--- src/skce_pkg.sv ---
// Shared types and constants for the sortable key column encoder.
`default_nettype none

package skce_pkg;

  // Request kinds.
  localparam logic [1:0] KIND_FIXED = 2'd0;
  localparam logic [1:0] KIND_BEGIN = 2'd1;
  localparam logic [1:0] KIND_DATA  = 2'd2;
  localparam logic [1:0] KIND_END   = 2'd3;

  // Column types of a fixed request.
  localparam logic [3:0] COL_BOOL     = 4'd0;
  localparam logic [3:0] COL_I8       = 4'd1;
  localparam logic [3:0] COL_U8       = 4'd2;
  localparam logic [3:0] COL_I16      = 4'd3;
  localparam logic [3:0] COL_U16      = 4'd4;
  localparam logic [3:0] COL_I32      = 4'd5;
  localparam logic [3:0] COL_U32      = 4'd6;
  localparam logic [3:0] COL_I64      = 4'd7;
  localparam logic [3:0] COL_U64      = 4'd8;
  localparam logic [3:0] COL_FLOAT    = 4'd9;
  localparam logic [3:0] COL_DOUBLE   = 4'd10;
  localparam logic [3:0] COL_STRING   = 4'd11;
  localparam logic [3:0] COL_I128     = 4'd12;
  localparam logic [3:0] COL_U128     = 4'd13;
  localparam logic [3:0] COL_INTERVAL = 4'd14;

  // Sign masks and marker bytes.
  localparam logic [7:0]  SIGN8      = 8'h80;
  localparam logic [15:0] SIGN16     = 16'h8000;
  localparam logic [31:0] SIGN32     = 32'h8000_0000;
  localparam logic [63:0] SIGN64     = 64'h8000_0000_0000_0000;
  localparam logic [7:0]  BYTE_NULL  = 8'h00;
  localparam logic [7:0]  BYTE_VALID = 8'h01;
  localparam logic [7:0]  BYTE_ESC   = 8'hFF;

  // Encoded key buffer: up to 17 bytes per request, first byte on top.
  localparam int KEY_BYTES = 17;
  localparam int KEY_W     = 8 * KEY_BYTES;
  localparam int KEY_CNT_W = $clog2(KEY_BYTES + 1);

  // Queue between the front and back parts.
  localparam int QUEUE_DEPTH = 2;
  localparam int QUEUE_PTR_W = (QUEUE_DEPTH > 1) ? $clog2(QUEUE_DEPTH) : 1;
  localparam int QUEUE_CNT_W = $clog2(QUEUE_DEPTH + 1);

  typedef struct packed {
    logic [1:0]         kind;
    logic [3:0]         col_type;
    logic               is_null;
    logic [63:0]        value_high;
    logic [63:0]        value_low;
    logic signed [31:0] months;
    logic signed [31:0] days;
    logic signed [63:0] micros;
    logic [7:0]         data_byte;
  } skce_req_t;

  typedef struct packed {
    logic [7:0] out_byte;
    logic       last;
  } skce_key_t;

  typedef struct packed {
    logic [KEY_W-1:0]     key_bytes;
    logic [KEY_CNT_W-1:0] count;
  } skce_entry_t;

endpackage

`default_nettype wire

--- src/skce_front.sv ---
// Front part: registers a request and builds its complete encoded key.
`default_nettype none

module skce_front (
  input  logic                    clk,
  input  logic                    rst,
  input  logic                    req_valid,
  output logic                    req_ready,
  input  skce_pkg::skce_req_t     req_data,
  output logic                    push_valid,
  input  logic                    push_ready,
  output skce_pkg::skce_entry_t   push_data
);
  import skce_pkg::*;

  logic        stg_valid;
  skce_req_t   stg;
  logic [4:0]  stg_msb;
  logic [4:0]  msb_next;

  logic        skip;
  logic        drain;

  logic [31:0] f_bits;
  logic [7:0]  f_exp;
  logic [22:0] f_man;
  logic [52:0] sub_shift;
  logic [10:0] sub_exp;
  logic [10:0] norm_exp;
  logic [63:0] dbl_bits;
  logic [63:0] dbl_src;
  logic [63:0] dbl_sort;

  // Position of the top set bit of a float mantissa, for subnormal widening.
  always_comb begin
    msb_next = '0;
    for (int i = 0; i < 23; i++) begin
      if (req_data.value_high[i]) begin
        msb_next = 5'(i);
      end
    end
  end

  // A null string data or end request produces no byte.
  assign skip       = stg.is_null && ((stg.kind == KIND_DATA) || (stg.kind == KIND_END));
  assign push_valid = stg_valid && !skip;
  assign drain      = stg_valid && (skip || push_ready);
  assign req_ready  = !stg_valid || drain;

  // Stage register control.
  always_ff @(posedge clk) begin
    if (rst) begin
      stg_valid <= 1'b0;
    end else if (req_ready) begin
      stg_valid <= req_valid;
    end
  end

  // Stage register payload.
  always_ff @(posedge clk) begin
    if (req_valid && req_ready) begin
      stg     <= req_data;
      stg_msb <= msb_next;
    end
  end

  // Exact float to double widening.
  assign f_bits    = stg.value_high[31:0];
  assign f_exp     = f_bits[30:23];
  assign f_man     = f_bits[22:0];
  assign sub_shift = {30'b0, f_man} << (6'd52 - {1'b0, stg_msb});
  assign sub_exp   = 11'(stg_msb) + 11'd874;
  assign norm_exp  = {3'b0, f_exp} + 11'd896;

  always_comb begin
    if (f_exp == 8'hFF) begin
      if (f_man == '0) begin
        dbl_bits = {f_bits[31], 11'h7FF, 52'b0};
      end else begin
        dbl_bits = {f_bits[31], 11'h7FF, 1'b1, f_man[21:0], 29'b0};
      end
    end else if (f_exp == 8'h00) begin
      if (f_man == '0) begin
        dbl_bits = {f_bits[31], 63'b0};
      end else begin
        dbl_bits = {f_bits[31], sub_exp, sub_shift[51:0]};
      end
    end else begin
      dbl_bits = {f_bits[31], norm_exp, f_man, 29'b0};
    end
  end

  // Order-preserving double transform, shared by float and double columns.
  assign dbl_src  = (stg.col_type == COL_FLOAT) ? dbl_bits : stg.value_high;
  assign dbl_sort = dbl_src[63] ? ~dbl_src : (dbl_src ^ SIGN64);

  // Build the key bytes, left aligned, and their count.
  always_comb begin
    push_data.key_bytes = '0;
    push_data.count     = KEY_CNT_W'(1);
    case (stg.kind)
      KIND_FIXED: begin
        if (stg.is_null) begin
          push_data.key_bytes = {BYTE_NULL, 128'b0};
          push_data.count     = KEY_CNT_W'(1);
        end else begin
          case (stg.col_type)
            COL_BOOL: begin
              push_data.key_bytes = {BYTE_VALID, 7'b0, (stg.value_high != '0), 120'b0};
              push_data.count     = KEY_CNT_W'(2);
            end
            COL_I8: begin
              push_data.key_bytes = {BYTE_VALID, stg.value_high[7:0] ^ SIGN8, 120'b0};
              push_data.count     = KEY_CNT_W'(2);
            end
            COL_U8: begin
              push_data.key_bytes = {BYTE_VALID, stg.value_high[7:0], 120'b0};
              push_data.count     = KEY_CNT_W'(2);
            end
            COL_I16: begin
              push_data.key_bytes = {BYTE_VALID, stg.value_high[15:0] ^ SIGN16, 112'b0};
              push_data.count     = KEY_CNT_W'(3);
            end
            COL_U16: begin
              push_data.key_bytes = {BYTE_VALID, stg.value_high[15:0], 112'b0};
              push_data.count     = KEY_CNT_W'(3);
            end
            COL_I32: begin
              push_data.key_bytes = {BYTE_VALID, stg.value_high[31:0] ^ SIGN32, 96'b0};
              push_data.count     = KEY_CNT_W'(5);
            end
            COL_U32: begin
              push_data.key_bytes = {BYTE_VALID, stg.value_high[31:0], 96'b0};
              push_data.count     = KEY_CNT_W'(5);
            end
            COL_I64: begin
              push_data.key_bytes = {BYTE_VALID, stg.value_high ^ SIGN64, 64'b0};
              push_data.count     = KEY_CNT_W'(9);
            end
            COL_U64: begin
              push_data.key_bytes = {BYTE_VALID, stg.value_high, 64'b0};
              push_data.count     = KEY_CNT_W'(9);
            end
            COL_FLOAT, COL_DOUBLE: begin
              push_data.key_bytes = {BYTE_VALID, dbl_sort, 64'b0};
              push_data.count     = KEY_CNT_W'(9);
            end
            COL_STRING: begin
              push_data.key_bytes = {BYTE_VALID, BYTE_NULL, BYTE_NULL, 112'b0};
              push_data.count     = KEY_CNT_W'(3);
            end
            COL_I128: begin
              push_data.key_bytes = {BYTE_VALID, stg.value_high ^ SIGN64, stg.value_low};
              push_data.count     = KEY_CNT_W'(17);
            end
            COL_U128: begin
              push_data.key_bytes = {BYTE_VALID, stg.value_high, stg.value_low};
              push_data.count     = KEY_CNT_W'(17);
            end
            COL_INTERVAL: begin
              push_data.key_bytes = {BYTE_VALID, stg.months ^ SIGN32, stg.days ^ SIGN32,
                                     stg.micros ^ SIGN64};
              push_data.count     = KEY_CNT_W'(17);
            end
            default: begin
              // An unused column type gives the prefix byte alone.
              push_data.key_bytes = {BYTE_VALID, 128'b0};
              push_data.count     = KEY_CNT_W'(1);
            end
          endcase
        end
      end
      KIND_BEGIN: begin
        push_data.key_bytes = {(stg.is_null ? BYTE_NULL : BYTE_VALID), 128'b0};
        push_data.count     = KEY_CNT_W'(1);
      end
      KIND_DATA: begin
        // A zero byte is escaped as 00 FF.
        push_data.key_bytes = {stg.data_byte, BYTE_ESC, 120'b0};
        push_data.count     = (stg.data_byte == '0) ? KEY_CNT_W'(2) : KEY_CNT_W'(1);
      end
      KIND_END: begin
        push_data.key_bytes = {BYTE_NULL, BYTE_NULL, 120'b0};
        push_data.count     = KEY_CNT_W'(2);
      end
      default: begin
        push_data.key_bytes = '0;
        push_data.count     = KEY_CNT_W'(1);
      end
    endcase
  end

endmodule

`default_nettype wire

--- src/skce_queue.sv ---
// Short queue of encoded keys between the front and back parts.
`default_nettype none

module skce_queue (
  input  logic                   clk,
  input  logic                   rst,
  input  logic                   push_valid,
  output logic                   push_ready,
  input  skce_pkg::skce_entry_t  push_data,
  output logic                   pop_valid,
  input  logic                   pop_ready,
  output skce_pkg::skce_entry_t  pop_data
);
  import skce_pkg::*;

  skce_entry_t             slots [QUEUE_DEPTH];
  logic [QUEUE_PTR_W-1:0]  wr_ptr;
  logic [QUEUE_PTR_W-1:0]  rd_ptr;
  logic [QUEUE_CNT_W-1:0]  fill;
  logic                    do_push;
  logic                    do_pop;

  assign push_ready = (fill != QUEUE_CNT_W'(QUEUE_DEPTH));
  assign pop_valid  = (fill != '0);
  assign pop_data   = slots[rd_ptr];
  assign do_push    = push_valid && push_ready;
  assign do_pop     = pop_valid && pop_ready;

  // Pointer and fill count control.
  always_ff @(posedge clk) begin
    if (rst) begin
      wr_ptr <= '0;
      rd_ptr <= '0;
      fill   <= '0;
    end else begin
      if (do_push) begin
        wr_ptr <= (wr_ptr == QUEUE_PTR_W'(QUEUE_DEPTH - 1)) ? '0 : wr_ptr + 1'b1;
      end
      if (do_pop) begin
        rd_ptr <= (rd_ptr == QUEUE_PTR_W'(QUEUE_DEPTH - 1)) ? '0 : rd_ptr + 1'b1;
      end
      if (do_push && !do_pop) begin
        fill <= fill + 1'b1;
      end else if (do_pop && !do_push) begin
        fill <= fill - 1'b1;
      end
    end
  end

  // Slot storage.
  always_ff @(posedge clk) begin
    if (do_push) begin
      slots[wr_ptr] <= push_data;
    end
  end

endmodule

`default_nettype wire

--- src/skce_back.sv ---
// Back part: shifts out an encoded key one byte per cycle into the output register, while the output is not stalled.
`default_nettype none

module skce_back (
  input  logic                   clk,
  input  logic                   rst,
  input  logic                   pop_valid,
  output logic                   pop_ready,
  input  skce_pkg::skce_entry_t  pop_data,
  output logic                   key_valid,
  input  logic                   key_ready,
  output skce_pkg::skce_key_t    key_data
);
  import skce_pkg::*;

  logic [KEY_W-1:0]     shift;
  logic [KEY_CNT_W-1:0] remain;
  logic                 advance;
  logic                 do_pop;

  // The output register can take a byte when empty or being drained.
  assign advance   = !key_valid || key_ready;
  assign pop_ready = (remain == '0) || (advance && (remain == KEY_CNT_W'(1)));
  assign do_pop    = pop_valid && pop_ready;

  // Control: output valid and remaining byte count.
  always_ff @(posedge clk) begin
    if (rst) begin
      key_valid <= 1'b0;
      remain    <= '0;
    end else begin
      if (advance) begin
        key_valid <= (remain != '0);
      end
      if (do_pop) begin
        remain <= pop_data.count;
      end else if (advance && (remain != '0)) begin
        remain <= remain - 1'b1;
      end
    end
  end

  // Payload: byte shift register and output register.
  always_ff @(posedge clk) begin
    if (advance && (remain != '0)) begin
      key_data.out_byte <= shift[KEY_W-1 -: 8];
      key_data.last     <= (remain == KEY_CNT_W'(1));
    end
    if (do_pop) begin
      shift <= pop_data.key_bytes;
    end else if (advance && (remain != '0)) begin
      shift <= shift << 8;
    end
  end

endmodule

`default_nettype wire

--- src/sortable_key_column_encoder.sv ---
// A request's key goes through the front stage register, a queue slot and the back shift
// register before its first byte reaches the output register. Throughput: one key byte per
// cycle while the output is not stalled, set by the single byte-wide output register of the
// back part; a key has 1 to 17 bytes, and a request that yields no byte never enters the queue.
// Reset is synchronous and active high; it empties the stage, the queue and the output.
`default_nettype none

module sortable_key_column_encoder (
  input  logic                 clk,
  input  logic                 rst,
  input  logic                 req_valid,
  output logic                 req_ready,
  input  skce_pkg::skce_req_t  req_data,
  output logic                 key_valid,
  input  logic                 key_ready,
  output skce_pkg::skce_key_t  key_data
);
  import skce_pkg::*;

  logic        push_valid;
  logic        push_ready;
  skce_entry_t push_data;
  logic        pop_valid;
  logic        pop_ready;
  skce_entry_t pop_data;

  // Front part: classify the request and build its key.
  skce_front u_front (
    .clk        (clk),
    .rst        (rst),
    .req_valid  (req_valid),
    .req_ready  (req_ready),
    .req_data   (req_data),
    .push_valid (push_valid),
    .push_ready (push_ready),
    .push_data  (push_data)
  );

  // Queue between the two parts.
  skce_queue u_queue (
    .clk        (clk),
    .rst        (rst),
    .push_valid (push_valid),
    .push_ready (push_ready),
    .push_data  (push_data),
    .pop_valid  (pop_valid),
    .pop_ready  (pop_ready),
    .pop_data   (pop_data)
  );

  // Back part: serialize the key bytes.
  skce_back u_back (
    .clk       (clk),
    .rst       (rst),
    .pop_valid (pop_valid),
    .pop_ready (pop_ready),
    .pop_data  (pop_data),
    .key_valid (key_valid),
    .key_ready (key_ready),
    .key_data  (key_data)
  );

endmodule

`default_nettype wire

--- config.mk ---
export PLATFORM = sky130hd
export DESIGN_NAME = sortable_key_column_encoder
export DESIGN_NICKNAME = d
export VERILOG_FILES = /design/src/skce_pkg.sv /design/src/skce_front.sv /design/src/skce_queue.sv /design/src/skce_back.sv /design/src/sortable_key_column_encoder.sv
export SDC_FILE = /design/constraint.sdc
export NUM_CORES = 1
export LEC_CHECK = 0
export ABC_AREA = 1
export BUFFER_PORTS_ARGS = -buffer_cell sky130_fd_sc_hd__buf_4
export CAP_MARGIN = 20
export CORE_UTILIZATION = 35
export DETAILED_ROUTE_END_ITERATION = 12
export PLACE_DENSITY = 0.55
export SLEW_MARGIN = 25
export SYNTH_ARGS = -nofsm -noshare
export SYNTH_HDL_FRONTEND = slang
export SYNTH_SLANG_ARGS = --single-unit
--- constraint.sdc ---
create_clock -name clk -period 18.35 [get_ports clk]
set_input_delay 0.9175 -clock clk [delete_from_list [all_inputs] [get_ports clk]]
set_output_delay 0.9175 -clock clk [all_outputs]
set_load 0.01 [all_outputs]
==> Word level (Yosys, flattened, before mapping) <==
Memory sizes are Yosys's and may differ from the RTL's. A register that Yosys moved wholly into a read port is not among the register bits.
Index checks and enable logic that the tools add are counted.
{ "word_totals": {"out_inout_bits": 11, "mem_bits_ro": 0, "regBits": 432, "input_bits": 275, "ram_bits": 282, "mem_count": 1, "elab_cells": 138, "latch_bits": 0} }
{ "op_classes": {"order_cmp": 0, "n_eq_ne": 20, "add_sub_neg": 8, "reduce_logical": 34, "div": 0, "multipliers": 0, "n_bitwise": 9, "n_shift": 1, "n_mux": 44} }
{ "memory_table": {"columns": ["name", "depth", "word_bits", "rd", "rd_ports_with_merged_regs", "write_ports", "line_no", "text"], "rows": [
  ["u_queue.slots", 2, 141, 1, 1, 1, "skce_queue.sv:16", "skce_entry_t slots [QUEUE_DEPTH];"]
]} }
{ "op_table": {"columns": ["operator", "n"], "rows": [
  ["133-bit case mux with 14 select lines", 1],
  ["141-bit case mux with 4 select lines", 1],
  ["136-bit two-way mux", 2],
  ["63-bit two-way mux", 3],
  ["141-bit two-way mux", 1],
  ["64-bit two-way mux", 2],
  ["64-bit NOT", 1],
  ["64-bit nonzero test", 1],
  ["52-bit two-way mux", 1],
  ["23-bit by 6-bit << shifter with 52-bit output", 1],
  ["4-bit two-way mux", 8],
  ["4-bit equality test, second input constant", 7],
  ["3-bit two-way mux", 8],
  ["23-bit logical NOT", 1],
  ["4-bit by 3-bit equality test with 1-bit output, second input constant", 4],
  ["8-bit logical NOT", 2],
  ["2-bit two-way mux", 7],
  ["5-bit by 10-bit adder with 11-bit output, second input constant", 1],
  ["8-bit by 10-bit adder with 11-bit output, second input constant", 1],
  ["1-bit logical AND", 10],
  ["5-bit two-way mux", 2],
  ["4-bit by 2-bit equality test with 1-bit output, second input constant", 2],
  ["8-bit equality test, second input constant", 1],
  ["1-bit two-way mux", 8],
  ["21 further kinds", 40]
]} }

==> Logic depth before layout (Yosys ltp) <==
Gate-level depths: netlist (run 1).
{ "logic_depth": {"word_depth": 21, "ltp_mapped": 21, "depth_no_buf": 21} }

==> Cells and area by module <==
From an unflattened synthesis (run 1), not the netlist that was laid out.
{ "hier_totals": {"hier_cells": 2859, "hier_area_um2": 32381.1} }
{ "modules_own_cells": {"columns": ["module", "instances", "seq_area_each_um2", "area_per_inst_um2", "cells_each"], "rows": [
  ["skce_front", 1, 8308.0, 15103.2, 1741],
  ["skce_queue", 1, 8568.2, 10785.3, 476],
  ["skce_back", 1, 4474.3, 6492.5, 642]
]} }

==> Worst setup path after synthesis (run 1) <==
No wires, ideal clock.
{ "synth_path": {"kind": "input port to flip-flop", "start": "in req_valid", "end": "reg u_front.stg (netlist bit u_front.f_bits[0]), enable pin", "path_buffers": 0, "path_stages": 2, "t_arrival_ns": 12.302, "path_slack_ns": 5.128, "required_time_ns": 17.430, "setup_time_ns": 0.920, "path_cell_list": "inv_1 nor2_1"} }
{ "synth_via": {"elab_chain_len": 1} }
{ "synth_lines": {"columns": ["item", "line_no", "text"], "rows": [
  ["from (decl)", "sortable_key_column_encoder.sv:11", "input logic req_valid,"],
  ["1-bit logical AND", "skce_front.sv:61", "if (req_valid && req_ready) begin"],
  ["to (signal assigned)", "skce_front.sv:62", "stg <= req_data;"],
  ["to (decl)", "skce_front.sv:17", "skce_req_t stg;"]
]} }
No other way between the ends.
A chain may end at the register's enable or synchronous reset.

==> results of run 1 <==
-- flip-flops by register name (all words and copies together) (netlist names), named ones only --
name and count:
u_queue.wr_ptr 1, u_front.stg_valid 1, u_front.stg 239, u_back.remain 5
u_front.f_bits 32, u_front.stg_msb 5, u_back.key_valid 1, u_queue.slots 282
u_back.shift 136, u_back.key_data 9, u_queue.fill 2, u_queue.rd_ptr 1
-- kinds of logic after synthesis --
logic type                 Yosys count  synth area share, %
adders and majority gates            6               0.2411
xor gates and xnor gates             4               0.1367
DFF                                715                68.58
AOI/OAI and AO/OA                  520                10.05
and+or+nand+nor                   1276                16.65
buffers and inverters              324                4.348
-- routing by layer --
layer	up-vias	global-route usage (%)
met2	938	32.25
met5	-	0
met3	137	3.555
li1	10560	-
met4	0	6.693
met1	10980	30.74
-- per-stage QoR --
| step | setup WS [ps] | power (mW) |
|---|---|---|
| CTS | 14210 | 4.960 |
| global placement | 14270 | 3.442 |
| floorplan | 5128 | 3.064 |
| finish | 14140 | 4.907 |
| global route | 13980 | 5.154 |
| detailed placement | 14240 | 3.442 |
-- cell type report --
cell class / count / area (um^2)
timing repair buffer: 324 / 2440
clock inverter: 49 / 425.4
inverter: 164 / 620.6
fill: 8423 / 51410
tap: 1165 / 1458
sequential: 715 / 21350
clock buffer: 94 / 2033
multi-input combinational: 1806 / 8498
-- final timing paths --
check	endpoint	slack, ps	cells after the start
max	u_queue.slots[1][118]$_DFFE_PP_	14140	9
min	u_back.key_data[5]$_DFFE_PP_	420	0
max reg2reg	u_queue.slots[1][118]$_DFFE_PP_	14140	9
min reg2reg	u_back.key_data[5]$_DFFE_PP_	420	0
-- power groups by stage --
| stage | sequential, mW | combinational, mW | clock (mW) |
|---|---|---|---|
| after global routing | 2.34 | 1.21 | 1.61 |
| after global placement | 2.34 | 1.10 | 0 |
| after CTS | 2.32 | 1.10 | 1.54 |
| final | 2.32 | 1.09 | 1.50 |
| after detailed placement | 2.34 | 1.10 | 0 |
| after floorplan | 2.36 | 0.700 | 0 |
-- cells in the mapped netlist, drive strengths merged --
cell type  number  area share (%)
o21ai         113             1.9
clkinv          2           0.024
o221ai          3           0.084
and2            3           0.060
edfxtp        703              68
nor2          239             3.0
nand2         816             9.9
nand4          15            0.30
a221oi         22            0.62
o21bai          1           0.024
clkbuf         72            0.87
a211oi          7            0.17
a211o           1           0.028
or2            11            0.22
a31oi         138             2.8
dfxtp          12            0.77
nor4            8            0.16
o211ai         34            0.82
nor3            4           0.064
a22oi          32            0.77
a21oi         140             2.3
xor2            4            0.14
inv           162             2.0
o31ai           8            0.19
buf            88             1.5
o22ai          17            0.34
nand3         180             2.9
ha              6            0.24
a2111oi         1           0.028
o311ai          3           0.084
-- worst reg2reg max path, cell delays in order, from the launching register on --
cell and delay (ps):
edfxtp_1 540, inv_2 120, nand2_2 100, nor2_4 740, inv_2 110, o21ai_2 220
nand2_1 640, inv_2 1010, nand3_1 170, a31oi_1 350
-- cells in the final DEF, fill, tap and decap left out, types with 6 or more instances in the layout --
master     count
nor2_4         7
inv_1        149
o21ai_1       27
nand2_2        8
a31oi_1      138
clkinv_2      11
ha_1           6
a22oi_1       32
o22ai_1       17
clkbuf_16     79
o21ai_0       81
dfxtp_1       11
a21oi_1      140
nand2_1      805
a211oi_1       7
nor2_1       229
nand4_1       15
nor4_1         8
o31ai_1        8
clkinv_1      23
a221oi_1      22
o211ai_1      34
buf_4        322
inv_2         11
nand3_1      178
or2_2         10
edfxtp_1     703
clkbuf_1      15
==> impl_metrics.json, run 1 <==
{
  "outcome": "completed",
  "core-area_um2": 88240,
  "crit_arrival_ps": 4610,
  "cts_resized": 0,
  "critPathMaxFanout": 42,
  "antenna_found_initial": 0,
  "die-height_um": 300.3,
  "gr-total-overflow": 0,
  "cts_setup_buffers": 0,
  "syn_to_final_growth_pct": 18.29,
  "via_count": 22620,
  "synth_cell_types": 47,
  "end_kind": "flop",
  "cp-start-kind": "flop",
  "period_minus_slack_ps": 4208,
  "swShare_pct": 31.23,
  "crit_start": "u_front.stg[266]$_DFFE_PP_",
  "wirelength_um": 97310,
  "setup_viol": 0,
  "grt_pass1_vias": 21090,
  "worst_ep_required_time_ps": 18750,
  "io_pins": 286,
  "grt_pass1_wl_um": 141000,
  "drtIter0Drc": 2509,
  "synthesis.nets": 3126,
  "met2WireLength_um": 44330,
  "ant_nets": 0,
  "p_leak_nw": 13.69,
  "clock-root-buffer": "clkbuf_16",
  "crit_top_cell": "inv_2",
  "p_sw_mw": 1.532,
  "cts_buffer_depth": 3,
  "start_util_pct": 35.28,
  "finish.utilization_pct": 41.74,
  "portBuffers": 285,
  "syn_inst": 2845,
  "rows": 109,
  "fin_area_um2": 36830,
  "routedWlPerCell_um": 22.54,
  "insertedDiodeCount": 0,
  "die_w_um": 300.3,
  "dp.cells": 4174,
  "clk_pin_slew_ps": 60,
  "rsz0062_at_grt": "no",
  "grt_max_degree": 86,
  "track_usage_pct": 21.18,
  "power.share.clock_pct": 30.6,
  "whs_ps": 416.9,
  "setup_tns_ps": 0,
  "p_seq_share_pct": 47.2,
  "yosysSeqAreaShare_pct": 68.58,
  "cts_buffers": 79,
  "cpMaxStageDelayCell": "inv_2",
  "wl_met3_um": 7475,
  "firstDrtPassIters": 8,
  "cp_cell_sequence": "inv_2 -> nand2_2 -> nor2_4 -> inv_2 -> o21ai_2 -> nand2_1 -> inv_2 -> nand3_1 -> a31oi_1",
  "clock.fmax_mhz": 237.7,
  "cts_hold_buf": 0,
  "route.detailed.drc": 0,
  "hold_violations": 0,
  "finalCritPeriodShare_pct": 22.93,
  "hpwl_um": 64470,
  "min_from": "u_back.shift[132]$_DFFE_PP_",
  "clk_latency_ps": 630,
  "powerDensity_nw_per_um2": 133.2,
  "cts_tree": "yes",
  "cts.sinks": 715,
  "max_stage_delay_ps": 1010,
  "syn_area_um2": 31130,
  "highest_layer": "met4",
  "final_max_slew_viol_count": 0,
  "vias_per_cell": 5.239,
  "share_comb_of_total_power_pct": 22.2,
  "stdcell_count": 4317,
  "avgSynthCellArea_um2": 10.94,
  "gp_congestion": 1.014,
  "drv_cap": 0,
  "skew_ps": 21.08,
  "ys_seq_elements": 715,
  "path_delay_family": "simple AND/OR/NAND/NOR gates",
  "hp-class": "flop to flop",
  "crit_type": "flop to flop",
  "max_slew_margin_pct": 29.91,
  "final_nets": 3371,
  "die-area_um2": 90150,
  "ys_warn_count": 0,
  "cts.htree.levels": 3,
  "vdd_ir_drop_max_mv": 0.1109,
  "worst_pin_slew_ps": 1049,
  "worst-path-buf-inv": 3,
  "post_dp_cell_area_um2": 34360,
  "reg2reg_from": "u_front.stg[266]$_DFFE_PP_",
  "drive_gt1_share_pct": 15.36,
  "power.internal_mw": 3.374,
  "met1_length_um": 42840
}
(Power assumes the default switching activity.)
==> run 2, diff against run 1 <==
--- a/config.mk
+++ b/config.mk
@@ -5,7 +5,7 @@
 export SDC_FILE = /design/constraint.sdc
 export NUM_CORES = 1
 export LEC_CHECK = 0
-export ABC_AREA = 1
+export ABC_AREA = 0
 export BUFFER_PORTS_ARGS = -buffer_cell sky130_fd_sc_hd__buf_4
 export CAP_MARGIN = 20
 export CORE_UTILIZATION = 35
==> constraint.sdc (replaced) <==
create_clock -name clk -period 4.3 [get_ports clk]
set_input_delay 0.215 -clock clk [delete_from_list [all_inputs] [get_ports clk]]
set_output_delay 0.215 -clock clk [all_outputs]
set_load 0.01 [all_outputs]
==> run 2 against run 1 <==
Cell count fell by 7.0%; design area is 8.0% higher; routed wire length is 1.2% higher; utilization rose by 3.9 points; global-route usage increased by 0.37 points.
==> impl_metrics.json, run 2 <==
{
  "gr-total-overflow": 0,
  "period_minus_slack_ps": 3749,
  "syn_to_final_growth_pct": 28.64,
  "syn_inst": 2253,
  "clock.fmax_mhz": 266.7,
  "whs_ps": 52.32,
  "final_max_slew_viol_count": 0,
  "avgSynthCellArea_um2": 13.72,
  "routedWlPerCell_um": 24.54,
  "fin_ws_ps": 551.0,
  "route.detailed.drc": 0,
  "firstDrtPassIters": 10,
  "critPathMaxFanout": 20,
  "finalCritPeriodShare_pct": 87.19,
  "hpwl_um": 65090,
  "crit_arrival_ps": 4070,
  "cp_cell_sequence": "nor2b_1 -> nor2b_1 -> buf_4 -> and2_0 -> a21o_1 -> and2_0 -> a22oi_1 -> o311ai_0",
  "reg2reg_from": "u_front.stg[267]$_DFFE_PP_",
  "clk_pin_slew_ps": 60,
  "skew_ps": 24.83,
  "synth_cell_types": 75,
  "ys_warn_count": 0,
  "io_pins": 286,
  "powerDensity_nw_per_um2": 519.9,
  "nFillCells": 7679,
  "grt_pass1_vias": 21760,
  "start_util_pct": 35.47,
  "pre_cts_slack_ps": 618.3,
  "grt_max_degree": 142,
  "grt_pass1_wl_um": 143000,
  "via_count": 21640,
  "layout_common_cells": "edfxtp_1, buf_4, dlygate4sd3_1",
  "crit_start": "u_front.stg[267]$_DFFE_PP_",
  "portBuffers": 285,
  "vias_per_cell": 5.389,
  "ant_nets": 0,
  "r2r-end": "u_queue.slots[1][87]$_DFFE_PP_",
  "finish.utilization_pct": 45.63,
  "cts.sinks": 715,
  "cts_buffer_depth": 3,
  "drtIter0Drc": 2392,
  "clock-root-buffer": "clkbuf_16",
  "hold_violations": 0,
  "gp_congestion": 0.9618,
  "met2WireLength_um": 46220,
  "ys_seq_elements": 715,
  "hp-class": "primary input to flop",
  "worst_pin_slew_ps": 1108,
  "wl_met3_um": 6943,
  "antenna_found_initial": 3,
  "cp-start-kind": "flop",
  "cts_setup_buffers": 0,
  "rows": 108,
  "worstRegToRegCells": 8,
  "drive_gt1_share_pct": 18.43,
  "end_kind": "flop",
  "crit_type": "flop to flop",
  "track_usage_pct": 21.55,
  "die_w_um": 299.2,
  "ys.flop_type": "edfxtp_1",
  "synthArstFlopShare_pct": 0,
  "highest_layer": "met5",
  "cts.htree.levels": 3,
  "insertedDiodeCount": 0,
  "worst_ep_required_time_ps": 4620,
  "top_register": "u_queue.slots",
  "met1_length_um": 42110,
  "cpMaxStageDelayCell": "edfxtp_1",
  "hold-path-cell-count": 3,
  "cts_buffers": 78,
  "die-area_um2": 89530,
  "synthesis.nets": 2534,
  "power_mw": 20.68,
  "vdd_ir_drop_max_mv": 0.6448,
  "synth_common_cells": "edfxtp_1, nand2_1, o21ai_0",
  "r2r_slack_ps": 550,
  "max_slew_margin_pct": 25.83,
  "setup_tns_ps": 0,
  "ys_top_cells_by_area": "edfxtp_1, mux2i_1, o21ai_0",
  "synth.top_cell.area_share_pct": 68.28,
  "synth-edff-count": 703,
  "synth.largest_area_cell": "edfxtp_1",
  "max_stage_delay_ps": 650,
  "min_to": "u_back.key_valid$_SDFFE_PP0P_",
  "rsz0062_at_grt": "no",
  "layout_commonest_cell": "edfxtp_1",
  "clk_latency_ps": 620,
  "yosysSeqAreaShare_pct": 69.05,
  "yosysMostFrequentCell": "edfxtp_1",
  "min_from": "key_ready",
  "final_nets": 3081,
  "cts_tree": "yes",
  "outcome": "completed",
  "drv_cap": 0,
  "largest_reg_flops": 282,
  "p_leak_nw": 14.00,
  "wirelength_um": 98510,
  "die-height_um": 299.2,
  "syn_area_um2": 30920,
  "setup_viol": 0,
  "largestRegisters": "u_queue.slots (282), u_front.stg (239), u_back.shift (136)",
  "core-area_um2": 87160
}
-- run 2: cell types whose count changed after synthesis, moves of 45 or more --
cell and change:
a31oi_1 -112, nand2_1 -588, buf_2 -45, clkbuf_1 +57
a22oi_1 +66, nor2_1 -77, mux2i_1 +194, inv_1 -136
a21oi_1 -69, o21ai_0 +115, nand3_1 -153
-- run 2: cell families after synthesis --
group                    after synthesis  share of synthesized area (%)
AO/OA/AOI/OAI                        540                          11.38
XOR/XNOR                              39                          1.105
adder cells (fa/ha/maj)                6                         0.2428
buffers and inverters                190                          2.663
flip-flops                           715                          69.05
multiplexers                         224                          7.855
AND/OR/NAND/NOR                      539                          7.701
-- run 2: area by class of cell --
cell class              count  area, um^2  area share [%]
repair buffers            641        5643           14.19
multi-input cells        1348        8827           22.19
inverters                  16       65.06          0.1636
flip-flops and latches    715       21350           53.69
clock inverters            39       315.3          0.7928
well taps                1155        1445           3.633
clock buffers             101        2123           5.339
-- run 2: worst max-delay path, delay by kind of cell (launching register included) --
| kind | cells | cell delay, ps |
|---|---|---|
| and+or+nand+nor | 4 | 1810 |
| DFF | 1 | 650 |
| AOI/OAI and AO/OA | 3 | 600 |
| buffers and inverters | 1 | 390 |
-- run 2: worst max-delay path by stage --
stage / endpoint / slack, ps / cells after the start
final: u_queue.slots[1][87]$_DFFE_PP_ / 550 / 8
after global routing: u_queue.slots[1][87]$_DFFE_PP_ / 370 / 8
after CTS: u_queue.slots[0][81]$_DFFE_PP_ / 590 / 9
after detailed placement: u_queue.slots[1][81]$_DFFE_PP_ / 620 / 9
after global placement: u_queue.slots[1][81]$_DFFE_PP_ / 590 / 9
after floorplan: u_back.remain[3]$_SDFFE_PP0P_ / -5 / 9
-- run 2: power by group --
group | leakage [nW] | internal [mW] | total [mW] | switching (mW)
logic | 5.91 | 1.52 | 4.25 | 2.74
registers | 6.91 | 9.43 | 10.0 | 0.568
clock network | 1.18 | 3.73 | 6.43 | 2.70
-- run 2: per-layer routing --
metal,vias up,GRT usage [%]
met4,2,6.900
met3,186,4.385
li1,9816,-
met1,10770,29.18
met2,860,34.69
met5,-,0
-- run 2: stage by stage --
step	area, um^2	cells
after global routing	39770	4015
after detailed placement	34570	3600
after global placement	34540	3599
after floorplan	30940	2253
final	39770	4015
after CTS	39750	4014
-- run 2: what timing repair did --
action | in CTS | in global routing
endpoints found under the hold margin | 288 | 0
gates resized for setup | 0 | 0
hold buffers | 274 | 0
setup endpoints to repair | 0 | 0
==> run 3, diff against run 2 <==
--- a/config.mk
+++ b/config.mk
@@ -14,4 +14,5 @@
 export SLEW_MARGIN = 25
 export SYNTH_ARGS = -nofsm -noshare
 export SYNTH_HDL_FRONTEND = slang
+export SYNTH_HIERARCHICAL = 1
 export SYNTH_SLANG_ARGS = --single-unit
==> run 3 against run 2 <==
First-iteration DRC count shrank 17%; non-clock buffer count is 25 higher; synthesized cell count down 7.5%; combinational power increased by 7.5%; sequential cell count unchanged; cell count is 2.3% lower; critical endpoint is now u_queue/slots[1][89]$_DFFE_PP_.
==> impl_metrics.json, run 3 <==
{
  "outcome": "completed",
  "hpwl_um": 70310,
  "whs_ps": 285.0,
  "drive_gt1_share_pct": 29.18,
  "ys_warn_count": 6,
  "clock-root-buffer": "clkbuf_16",
  "drv_cap": 0,
  "grt_max_degree": 128,
  "final_max_slew_viol_count": 0,
  "clk_latency_ps": 640,
  "cp-start-kind": "flop",
  "crit_arrival_ps": 4140,
  "gp_congestion": 0.9460,
  "worst_ep_required_time_ps": 4670,
  "synth.top_cell.area_share_pct": 66.38,
  "core-area_um2": 90010,
  "synth_cell_types": 83,
  "layout_common_cells": "edfxtp_1, buf_4, dlygate4sd3_1",
  "ys.flop_type": "edfxtp_1",
  "die-height_um": 303.4,
  "r2r-end": "u_queue/slots[1][89]$_DFFE_PP_",
  "rsz0062_at_grt": "no",
  "cp_cell_sequence": "buf_4 -> nand2b_4 -> a21boi_1 -> nor2_2 -> buf_4 -> mux2i_1 -> a222oi_1 -> xnor2_1 -> o22ai_1",
  "ys_seq_elements": 715,
  "max_stage_delay_ps": 590,
  "crit_path_end": "u_queue/slots[1][89]$_DFFE_PP_",
  "ys_top_cells_by_area": "edfxtp_1, mux2_2, mux2_4",
  "stdcell_count": 3924,
  "clk_pin_slew_ps": 60,
  "end_kind": "flop",
  "route.detailed.drc": 0,
  "die_w_um": 303.4,
  "routedWlPerCell_um": 26.55,
  "synth_common_cells": "edfxtp_1, mux2_2, nor2_1",
  "cts_buffer_depth": 3,
  "crit_type": "flop to flop",
  "final_nets": 2962,
  "vias_per_cell": 5.369,
  "crit_top_cell": "buf_4",
  "via_count": 21070,
  "layout_commonest_cell": "edfxtp_1",
  "clock.fmax_mhz": 265.1,
  "synthArstFlopShare_pct": 0,
  "largestRegisters": "u_queue/slots (282), u_front/stg (239), u_back/shift (136)",
  "grt_pass1_wl_um": 147900,
  "track_usage_pct": 22.34,
  "cpMaxStageDelayCell": "nor2_2",
  "cts_tree": "yes",
  "dp.cells": 3499,
  "r2r_slack_ps": 530,
  "skew_ps": 15.16,
  "gr-total-overflow": 0,
  "ant_nets": 0,
  "yosysSeqAreaShare_pct": 67.13,
  "top_register": "u_queue/slots",
  "grt_pass1_vias": 21360,
  "path_delay_family": "compound AO/OA/AOI/OAI gates",
  "cts_buffers": 81,
  "reg2reg_from": "u_front/stg_msb[0]$_SDFFCE_PP0P_",
  "io_pins": 286,
  "avgSynthCellArea_um2": 15.25,
  "nFillCells": 7874,
  "fin_area_um2": 41060,
  "worstRegToRegCells": 9,
  "wirelength_um": 104200,
  "rows": 110,
  "cts.htree.levels": 3,
  "cts_resized": 0,
  "die-area_um2": 92080,
  "worst_pin_slew_ps": 1133,
  "hold_violations": 0,
  "largest_reg_flops": 282,
  "synth.largest_area_cell": "edfxtp_1",
  "finalCritPeriodShare_pct": 87.72,
  "path_depth": 9,
  "power_mw": 21.20,
  "hp-class": "primary input to flop",
  "yosysMostFrequentCell": "edfxtp_1",
  "critPathMaxFanout": 33,
  "setup_tns_ps": 0,
  "post_dp_cell_area_um2": 35690,
  "drtIter0Drc": 1981,
  "period_minus_slack_ps": 3772,
  "portBuffers": 285,
  "syn_area_um2": 31800,
  "hold-path-cell-count": 2,
  "antenna_found_initial": 7,
  "crit_start": "u_front/stg_msb[0]$_SDFFCE_PP0P_",
  "vdd_ir_drop_max_mv": 0.4719,
  "syn_inst": 2085,
  "cts.sinks": 715,
  "max_slew_margin_pct": 24.39,
  "start_util_pct": 35.33,
  "powerDensity_nw_per_um2": 516.4,
  "worst-path-buf-inv": 2,
  "synth-edff-count": 703,
  "p_leak_nw": 14.63,
  "setup_viol": 0,
  "firstDrtPassIters": 7,
  "synthesis.nets": 2366,
  "syn_to_final_growth_pct": 29.10
}
-- run 3: report_power, final --
group	internal [mW]	switching, mW	leakage [nW]
registers	9.38	0.523	6.89
clock network	3.92	2.81	1.28
logic	2.06	2.51	6.46
-- run 3: area by class of cell --
type                            instances  area, um^2  area share (%)
Clock buffer                          100        2183           5.318
Tap cell                             1176        1471           3.584
Clock inverter                         47       415.4           1.012
Antenna cell                            3       7.507         0.01828
Timing Repair Buffer                  666        5858           14.27
Inverter                               21       88.84          0.2164
Sequential cell                       715       21350           52.01
Multi-Input combinational cell       1196        9679           23.57
-- run 3: repair_timing --
action	in CTS	in global routing
setup endpoints to repair	0	0
endpoints found under the hold margin	286	0
buffers inserted	0	0
hold buffers	275	0
-- run 3: metal layers --
layer / vias to the layer above / GRT usage, % / routed length [um]
li1: 9433 / - / -
met1: 10620 / 31.41 / 46040
met2: 839 / 34.19 / 47300
met3: 172 / 4.419 / 7283
met4: 4 / 8.143 / 3526
met5: - / 0 / 25
-- run 3: logic make-up after synthesis --
kind of cell	after synthesis	synth area share, %
AOI/OAI and AO/OA	393	9.013
xor gates and xnor gates	46	1.385
adders and majority gates	6	0.2360
buffers and inverters	174	2.691
DFF	715	67.13
muxes	366	13.84
and+or+nand+nor	385	5.708
-- run 3: through the flow --
| stage | setup slack (ps) | utilization, % |
|---|---|---|
| 2_1_floorplan | 151.2 | - |
| 3_3_place_gp | 624.2 | 39.62 |
| 3_5_place_dp | 650.0 | 39.65 |
| 4_1_cts | 641.9 | 45.60 |
| 5_1_grt | 424.4 | 45.61 |
| 6_report | 527.8 | 45.61 |
-- run 3: worst min-delay path by stage --
stage                        startpoint                        endpoint
after floorplan                     rst  u_front/stg_valid$_SDFFE_PP0N_
after global placement     req_data[18]       u_front/stg[18]$_DFFE_PP_
after detailed placement  req_data[168]      u_front/stg[168]$_DFFE_PP_
after CTS                 req_data[138]      u_front/stg[138]$_DFFE_PP_
after global routing      req_data[166]      u_front/stg[166]$_DFFE_PP_
final                     req_data[143]      u_front/stg[143]$_DFFE_PP_
